## src/rtl/dpp_pkg.sv

```systemverilog
// shared types, constants and helpers of the depth pixel to posed point block
`default_nettype none

package dpp_pkg;

  // largest image size the datapath handles
  localparam int unsigned MaxWidth  = 1024;
  localparam int unsigned MaxHeight = 1024;

  // pose words: nine rotation words row-major, then three translation words
  localparam int unsigned NumPose  = 12;
  localparam int unsigned TransBase = 9;
  localparam logic signed [31:0] OneQ28 = 32'sh1000_0000;

  // configuration register indexes
  localparam logic [2:0] CfgImageWidth  = 3'd0;
  localparam logic [2:0] CfgImageHeight = 3'd1;
  localparam logic [2:0] CfgInvFocal    = 3'd2;
  localparam logic [2:0] CfgNearMm      = 3'd3;
  localparam logic [2:0] CfgFarMm       = 3'd4;

  // item opcodes
  localparam logic OpPixel    = 1'b0;
  localparam logic OpPoseLoad = 1'b1;

  typedef struct packed {
    logic [10:0] image_width;
    logic [10:0] image_height;
    logic [23:0] inv_focal_q24;
    logic [15:0] near_mm;
    logic [15:0] far_mm;
  } cfg_t;

  // fields of a point that only ride along the pipeline
  typedef struct packed {
    logic [17:0] point_index;
    logic        point_valid;
    logic [7:0]  red;
    logic [7:0]  green;
    logic [7:0]  blue;
    logic        frame_last;
  } side_t;

  // pose word load carried in order with the pixels
  typedef struct packed {
    logic               is_load;
    logic [3:0]         idx;
    logic signed [31:0] value;
  } load_t;

  // item leaving the back-projection stages
  typedef struct packed {
    load_t              ld;
    side_t              side;
    logic signed [31:0] p0;
    logic signed [31:0] p1;
    logic signed [31:0] p2;
  } bp_item_t;

  // clamp a 40-bit signed value to signed 32 bits
  function automatic logic [31:0] sat32(input logic [39:0] v);
    logic [31:0] r;
    if (!v[39] && (|v[38:31])) begin
      r = 32'h7fff_ffff;
    end else if (v[39] && !(&v[38:31])) begin
      r = 32'h8000_0000;
    end else begin
      r = v[31:0];
    end
    return r;
  endfunction

endpackage

`default_nettype wire

```

## src/rtl/dpp_backproj.sv

```systemverilog
// pixel filter and pinhole back-projection stages, four registers deep
`default_nettype none

module dpp_backproj import dpp_pkg::*; (
  input  wire logic              clk_i,
  input  wire logic              rst_ni,
  input  wire cfg_t              cfg_i,
  input  wire logic              in_valid_i,
  output logic                   in_stall_o,
  input  wire logic              opcode_i,
  input  wire logic [9:0]        row_i,
  input  wire logic [9:0]        column_i,
  input  wire logic [15:0]       depth_mm_i,
  input  wire logic [7:0]        red_i,
  input  wire logic [7:0]        green_i,
  input  wire logic [7:0]        blue_i,
  input  wire logic [3:0]        coef_index_i,
  input  wire logic signed [31:0] coef_value_i,
  output logic                   bp_valid_o,
  input  wire logic              bp_stall_i,
  output bp_item_t               bp_item_o
);

  localparam logic [10:0] WMax = 11'(MaxWidth);
  localparam logic [10:0] HMax = 11'(MaxHeight);

  // stage enables, bubbles collapse toward the output
  logic en1, en2, en3, en4;
  logic v1_q, v2_q, v3_q, v4_q;

  assign en4 = !v4_q || !bp_stall_i;
  assign en3 = !v3_q || en4;
  assign en2 = !v2_q || en3;
  assign en1 = !v1_q || en2;
  assign in_stall_o = !en1;

  // stage 1: clamp geometry, filter pixel, offsets and slot index
  logic [10:0] w, h;
  logic        emit, accept, v1_d;
  logic [11:0] dx, dy;
  logic [18:0] slot_prod;
  logic [10:0] last_r, last_c;
  side_t       side1_d;
  load_t       ld1_d;

  always_comb begin
    w = (cfg_i.image_width > WMax) ? WMax : cfg_i.image_width;
    h = (cfg_i.image_height > HMax) ? HMax : cfg_i.image_height;
    emit = !row_i[0] && !column_i[0] && ({1'b0, row_i} < h) && ({1'b0, column_i} < w);
    accept = in_valid_i && en1;
    v1_d = accept && ((opcode_i == OpPoseLoad) || emit);
    dx = {1'b0, column_i, 1'b0} - {1'b0, w};
    dy = {1'b0, row_i, 1'b0} - {1'b0, h};
    slot_prod = row_i[9:1] * w[10:1];
    last_r = (h - 11'd1) & ~11'd1;
    last_c = (w - 11'd1) & ~11'd1;
    side1_d.point_index = slot_prod[17:0] + {9'd0, column_i[9:1]};
    side1_d.point_valid = (depth_mm_i > cfg_i.near_mm) && (depth_mm_i < cfg_i.far_mm);
    side1_d.red = red_i;
    side1_d.green = green_i;
    side1_d.blue = blue_i;
    side1_d.frame_last = ({1'b0, row_i} == last_r) && ({1'b0, column_i} == last_c);
    ld1_d.is_load = (opcode_i == OpPoseLoad);
    ld1_d.idx = coef_index_i;
    ld1_d.value = coef_value_i;
  end

  logic [10:0] ax1_q, ay1_q;
  logic        nx1_q, ny1_q;
  logic [15:0] dep1_q;
  side_t       side1_q;
  load_t       ld1_q;

  always_ff @(posedge clk_i or negedge rst_ni) begin
    if (!rst_ni) begin
      v1_q <= 1'b0;
    end else if (en1) begin
      v1_q <= v1_d;
    end
  end

  always_ff @(posedge clk_i) begin
    if (en1) begin
      ax1_q <= dx[11] ? 11'(-dx) : dx[10:0];
      ay1_q <= dy[11] ? 11'(-dy) : dy[10:0];
      nx1_q <= dx[11];
      ny1_q <= dy[11];
      dep1_q <= depth_mm_i;
      side1_q <= side1_d;
      ld1_q <= ld1_d;
    end
  end

  // stage 2: offset magnitude times depth
  logic [26:0] mx2_q, my2_q;
  logic        nx2_q, ny2_q;
  logic [15:0] dep2_q;
  side_t       side2_q;
  load_t       ld2_q;

  always_ff @(posedge clk_i or negedge rst_ni) begin
    if (!rst_ni) begin
      v2_q <= 1'b0;
    end else if (en2) begin
      v2_q <= v1_q;
    end
  end

  always_ff @(posedge clk_i) begin
    if (en2) begin
      mx2_q <= ax1_q * dep1_q;
      my2_q <= ay1_q * dep1_q;
      nx2_q <= nx1_q;
      ny2_q <= ny1_q;
      dep2_q <= dep1_q;
      side2_q <= side1_q;
      ld2_q <= ld1_q;
    end
  end

  // stage 3: scale by the reciprocal focal length
  logic [50:0] mx3_q, my3_q;
  logic        nx3_q, ny3_q;
  logic [15:0] dep3_q;
  side_t       side3_q;
  load_t       ld3_q;

  always_ff @(posedge clk_i or negedge rst_ni) begin
    if (!rst_ni) begin
      v3_q <= 1'b0;
    end else if (en3) begin
      v3_q <= v2_q;
    end
  end

  always_ff @(posedge clk_i) begin
    if (en3) begin
      mx3_q <= mx2_q * cfg_i.inv_focal_q24;
      my3_q <= my2_q * cfg_i.inv_focal_q24;
      nx3_q <= nx2_q;
      ny3_q <= ny2_q;
      dep3_q <= dep2_q;
      side3_q <= side2_q;
      ld3_q <= ld2_q;
    end
  end

  // stage 4: round half away from zero, restore sign, saturate
  logic [51:0] rx_sum, ry_sum;
  logic [35:0] rx, ry, sx, sy;
  bp_item_t    item4_d, item4_q;

  always_comb begin
    rx_sum = {1'b0, mx3_q} + 52'h1_0000;
    ry_sum = {1'b0, my3_q} + 52'h1_0000;
    rx = {1'b0, rx_sum[51:17]};
    ry = {1'b0, ry_sum[51:17]};
    sx = nx3_q ? -rx : rx;
    sy = ny3_q ? -ry : ry;
    item4_d.ld = ld3_q;
    item4_d.side = side3_q;
    item4_d.p0 = sat32({{4{sx[35]}}, sx});
    item4_d.p1 = sat32({{4{sy[35]}}, sy});
    item4_d.p2 = {8'd0, dep3_q, 8'd0};
  end

  always_ff @(posedge clk_i or negedge rst_ni) begin
    if (!rst_ni) begin
      v4_q <= 1'b0;
    end else if (en4) begin
      v4_q <= v3_q;
    end
  end

  always_ff @(posedge clk_i) begin
    if (en4) begin
      item4_q <= item4_d;
    end
  end

  assign bp_valid_o = v4_q;
  assign bp_item_o = item4_q;

endmodule

`default_nettype wire

```

## config.mk

```make
export PLATFORM = sky130hd
export DESIGN_NAME = dpp_backproj
export DESIGN_NICKNAME = d
export VERILOG_FILES = /design/src/rtl/dpp_pkg.sv /design/src/rtl/dpp_backproj.sv
export SDC_FILE = /design/constraint.sdc
export NUM_CORES = 2
export LEC_CHECK = 0
export BUFFER_PORTS_ARGS = -buffer_cell sky130_fd_sc_hd__clkbuf_2
export CAP_MARGIN = 20
export CELL_PAD_IN_SITES_DETAIL_PLACEMENT = 1
export CELL_PAD_IN_SITES_GLOBAL_PLACEMENT = 1
export CORE_UTILIZATION = 47
export CTS_BUF_LIST = sky130_fd_sc_hd__clkbuf_8
export DETAILED_ROUTE_END_ITERATION = 10
export PLACE_DENSITY_LB_ADDON = 0.12
export SYNTH_ARGS = -nofsm -noshare
export SYNTH_HDL_FRONTEND = slang
export SYNTH_SLANG_ARGS = --single-unit
```

## constraint.sdc

```tcl
create_clock -name clk_i -period 6.8 [get_ports clk_i]
set_clock_uncertainty 0.2 [all_clocks]
set_input_delay 0.68 -clock clk_i [delete_from_list [all_inputs] [get_ports clk_i]]
set_output_delay 0.68 -clock clk_i [all_outputs]
set_load 0.05 [all_outputs]
```

[Word level (Yosys, flattened, before mapping)]
Index checks and enable logic that the tools add are counted.
Storage, ports and cells
  register bits: 640
  bits of input ports: 179
  output and inout bits: 179
  logic and storage cells: 122
Cells by class
  add/sub/neg operators: 11
  $mul: 5
  $lt $le $gt $ge: 6
  equal/unequal tests: 2
  multiplexer cells: 8
  reduce and logical (&&, ||, !) cells: 32
Operator list (count)
  $add A51 B17 Y52 const B: 2
  $mul A27 B24 Y51: 2
  $mux W36: 2
  $neg A35 Y36: 2
  $mux W32: 2
  $mul A11 B16 Y27: 2
  $mux W11: 4
  $sub A11 B11 Y12: 2
  $eq A10 B11 Y1: 2
  $gt A11 B11 Y1 const B: 2
  $lt A10 B11 Y1: 2
  $neg A11 Y11: 2
  $sub A11 B1 Y11 const B: 2
  $add A18 B9 Y18: 1
  $mul A9 B10 Y18: 1
  $gt A16 B16 Y1: 1
  $lt A16 B16 Y1: 1
  $logic_not A1 Y1: 12
  $logic_and A1 B1 Y1: 11
  $reduce_and A5 Y1: 2
  $reduce_or A5 Y1: 2
  $logic_or A1 B1 Y1: 5

[Logic depth before layout (Yosys ltp)]
  word-level depth: 7
  mapped depth: 28
  depth with buffers taken out: 26

[Least setup slack after synthesis]
No wires, ideal clock.
  path kind: input port to flip-flop
  from: input port cfg_i[41] in the netlist's numbering
  to: register my3_q[45] (data pin)
  setup time: 0.264 ns
  arrival time: 7.349 ns
  data required time: 6.336 ns
  slack: -1.012 ns
  stages on the path: 26
  buffers on the path: 2
  path through: clkbuf_1 clkbuf_1 nand2_1 fa_1 fa_1 inv_1 fa_1 inv_1 fa_1 inv_1 fa_1 fa_1 inv_1 fa_1 inv_1 ha_1 and3_1 nand2_1 a2111oi_0 o211ai_1 o21ba_2 o21ai_0 a31oi_1 o21ai_0 a221oi_1 xnor2_1
Between the ends
  longest elaborated chain between the ends: 1
Ends and longest elaborated chain
  from (decl): line dpp_backproj.sv:7  | input wire cfg_t cfg_i,
  $mul A27 B24 Y51: line dpp_backproj.sv:139  | my3_q <= my2_q * cfg_i.inv_focal_q24;
  to (signal assigned): line dpp_backproj.sv:139
  to (decl): line dpp_backproj.sv:122  | logic [50:0] mx3_q, my3_q;
Every way passes these cells.
A chain may end at the register's enable or synchronous reset.

[Worst setup path in the final report]
  from: register my2_q[11]
  to: register my3_q[50] (data pin)
Between the ends
  longest elaborated chain between the ends: 1
Ends and longest elaborated chain
  from (decl): line dpp_backproj.sv:95  | logic [26:0] mx2_q, my2_q;
  from (signal assigned): line dpp_backproj.sv:112  | my2_q <= ay1_q * dep1_q;
  $mul A27 B24 Y51: line dpp_backproj.sv:139
Every way passes these cells.

==> Flow_metrics.wiki <==
{| class="wikitable"
! Metric !! Value
|-
| Share of the synthesized area in the top cell type || 34.9%
|-
| Sum of routed wire length over all layers || 236000 um
|-
| Share of async-settable or async-resettable flops after synthesis || 0.658%
|-
| CTS H-tree lvls || 3
|-
| Leading cell type in the layout, fill and taps excluded || inv_1
|-
| Last weighted congestion value of the routability-driven placer || 0.895
|-
| Synth Instances || 8029
|-
| Util after Layout || 55.6%
|-
| Number of nets with antenna violations after detailed routing || 0
|-
| Die width || 416 um
|-
| Fraction of the yosys area taken by sequential cells || 22.6%
|-
| Via total after detailed routing || 58800
|-
| Slowest cell delay on critical path || 540 ps
|-
| Global-route usage over all layers || 27.8%
|-
| Vertical extent of the die || 416 um
|-
| Nets || 11000
|-
| Post-synth EDFFs || 604
|-
| Worst Tran Pin Value || 1060 ps
|-
| Std-Cell Rows || 151
|-
| Crit path required time || 7180 ps
|-
| Dpl hpwl || 186000 um
|-
| Total standard cell area after synthesis || 0.0807 mm^2
|-
| Detailed-routing iteration count for the pre-antenna-repair pass || 6
|-
| PnR worst setup slack || -644 ps
|-
| Critical setup path kind || flop to flop
|-
| Relative max-transition margin || 29.0%
|-
| Outcome || complete, but fails checks
|-
| Total grt overflow || 0
|-
| Crit path buffers/inverters || 7
|-
| DR iter-0 viols || 3036
|-
| Data arrival, critical path || 7820 ps
|-
| Fin crit period || 7440 ps
|-
| Via count of the first global-routing pass || 66800
|-
| PortBufs || 341
|-
| Final setup TNS || -18920 ps
|-
| Register bit count reported by yosys || 608
|-
| Kind of start point of the critical path || flop
|-
| Type of element capturing the critical path || flop
|-
| TritonCTS clock tree || done
|-
| Worst Setup Slack post-DPL || -1090 ps
|-
| Number of antenna violations at the first check in global routing || 7
|-
| Sinks on Clock Net || 608
|-
| Average footprint of a synthesized cell || 10.0 um^2
|-
| Filler cell count || 18600
|-
| Final number of max-transition violations || 0
|-
| Fraction of final layout cells with drive strength greater than 1 || 15.9%
|-
| Worst min-delay path class || input pin to flop
|-
| Global-route wire length before repair || 374000 um
|-
| Number of different library cells in the post-synthesis netlist || 81
|-
| Slowest cell on crit path || fa_1
|-
| Violations in the final reports || setup timing
|-
| Die area || 0.173 mm^2
|-
| Synth area leaders || fa_1, edfxtp_1, ha_1, inv_1, and2_1
|-
| Final routed DRC violation total || 0
|-
| Top library cells by usage in the layout, fill and taps aside || inv_1, fa_1, nand2_1
|-
| Number of setup violations in the final report || 53
|-
| Reg clk slew, reported paths || 80 ps
|-
| Pin count of the biggest net entering global routing || 114
|-
| Drt via density || 5.28
|-
| Effective utilization at floorplan || 47.5%
|-
| Final period utilization || 109%
|-
| Setup repair after global routing missed its margin || yes
|-
| Cell type with the highest occurrence count on the critical path || fa_1
|-
| Crit Path Max Fanout || 7
|-
| Max Cap Violations || 0
|-
| Wire per inst || 21.2 um
|-
| CTS root buf || clkbuf_8
|-
| Highest attainable clock frequency || 134 MHz
|-
| Synthesis Warnings || 0
|-
| Placeable core area || 0.170 mm^2
|-
| Layout overhead on the synthesized area || 17.0%
|-
| Bufs on Longest Clock Path || 3
|-
| TritonCTS Buffers || 108
|-
| Hold Fails Final Rpt || 0
|-
| Clock latency reported for the late side of the worst-skew pair || 880 ps
|-
| Most frequently used flop master after synthesis || edfxtp_1
|-
| Synth area leader || fa_1
|-
| Worst hold margin || 116 ps
|-
| Count of boundary I/O pins || 358
|-
| Kind of cell adding the most delay to the critical path || adder cells
|}
## worst reg2reg max path: cells and delay by family, from the launching register on
kind,cells,cell delay (ps)
adder cells (fa/ha/maj),8,3670
AO/OA/AOI/OAI,10,1840
buffers and inverters,7,660
flip-flops,1,450
AND/OR/NAND/NOR,1,180
XOR/XNOR,1,120
## state kept, by name (all words and copies together) (netlist names), 16 cells and up
signal and count:
ld2_q 37, bp_item_o 161, my2_q 27, item4_d 81
side1_q 44, dep3_q 16, ld1_q 37, mx3_q 35
dep1_q 16, dep2_q 16, mx2_q 27, my3_q 35
side2_q 44
## layout make-up
type,instances,area [um^2],share of cell area [%]
clock buffer,108,1490,1.58
inverter,1636,6150,6.51
tap,2218,2780,2.94
sequential,608,18200,19.3
antenna,7,17.5,0.0186
clock inverter,92,865,0.916
timing repair buffer,1077,8890,9.42
multi-input combinational,5392,56000,59.3
## synthesized netlist by cell type, drive strengths merged, types with 11 or more instances
cell	count
a211oi	17
a21boi	13
a21o	86
a21oi	122
a31oi	25
and2	821
and3	40
buf	42
clkbuf	366
edfxtp	604
fa	1407
ha	605
inv	1636
nand2	1062
nand2b	30
nand3	72
nand4	50
nor2	155
nor2b	42
nor3	75
nor4	24
o2111ai	15
o211ai	11
o21a	32
o21ai	166
o21bai	22
o31ai	20
o41ai	12
or2	16
or3	16
or4	12
xnor2	229
xor2	78
## logic make-up (layout without fill, tap and decap cells)
logic type | after synthesis | count (layout) | synth area share (%)
AND/OR/NAND/NOR | 2447 | 2447 | 15.1
XOR/XNOR | 307 | 307 | 3.33
flip-flops | 608 | 608 | 22.6
adder cells (fa/ha/maj) | 2012 | 2012 | 44.3
multiplexers | 9 | 9 | 0.118
buffers and inverters | 2044 | 2913 | 9.64
AO/OA/AOI/OAI | 601 | 601 | 4.87
other | 1 | 23 | 0.00465
## final timing paths
check,start,endpoint,slack [ps],cells after the start
min in group asynchronous,rst_ni,bp_valid_o,540,3
worst max register to register,my2_q[11],my3_q[50],-640,27
worst min-delay path,column_i[0],v1_q,120,4
worst min register to register,side1_q[4],side2_q[4],170,0
max in group asynchronous,rst_ni,v2_q,5680,3
worst max-delay path,my2_q[11],my3_q[50],-640,27
## routing by layer
metal	global-route usage [%]	vias to the layer above	share of wire, %
met5	0	-	0
met4	8.64	0	3.1
met3	2.84	349	4.3
met2	49.0	1325	51
met1	35.8	30800	42
li1	-	26300	-
## what timing repair did
action | 4_1_cts | 5_1_grt
pin swaps | 114 | 115
setup endpoints to repair | 52 | 62
hold buffers | 81 | 0
resized for setup | 173 | 135
buffers inserted | 41 | 34
endpoints found under the hold margin | 83 | 0
gates cloned | 1 | 1
## stage by stage
stage          cells  area, um^2
5_1_grt        11100       94400
4_1_cts        11100       93500
6_report       11100       94400
3_3_place_gp   10800       89300
3_5_place_dp   10800       89300
2_1_floorplan   8044       81100
Power is not shown: default switching activity piles up to over one toggle a cycle in this logic, so the estimate is an artifact.
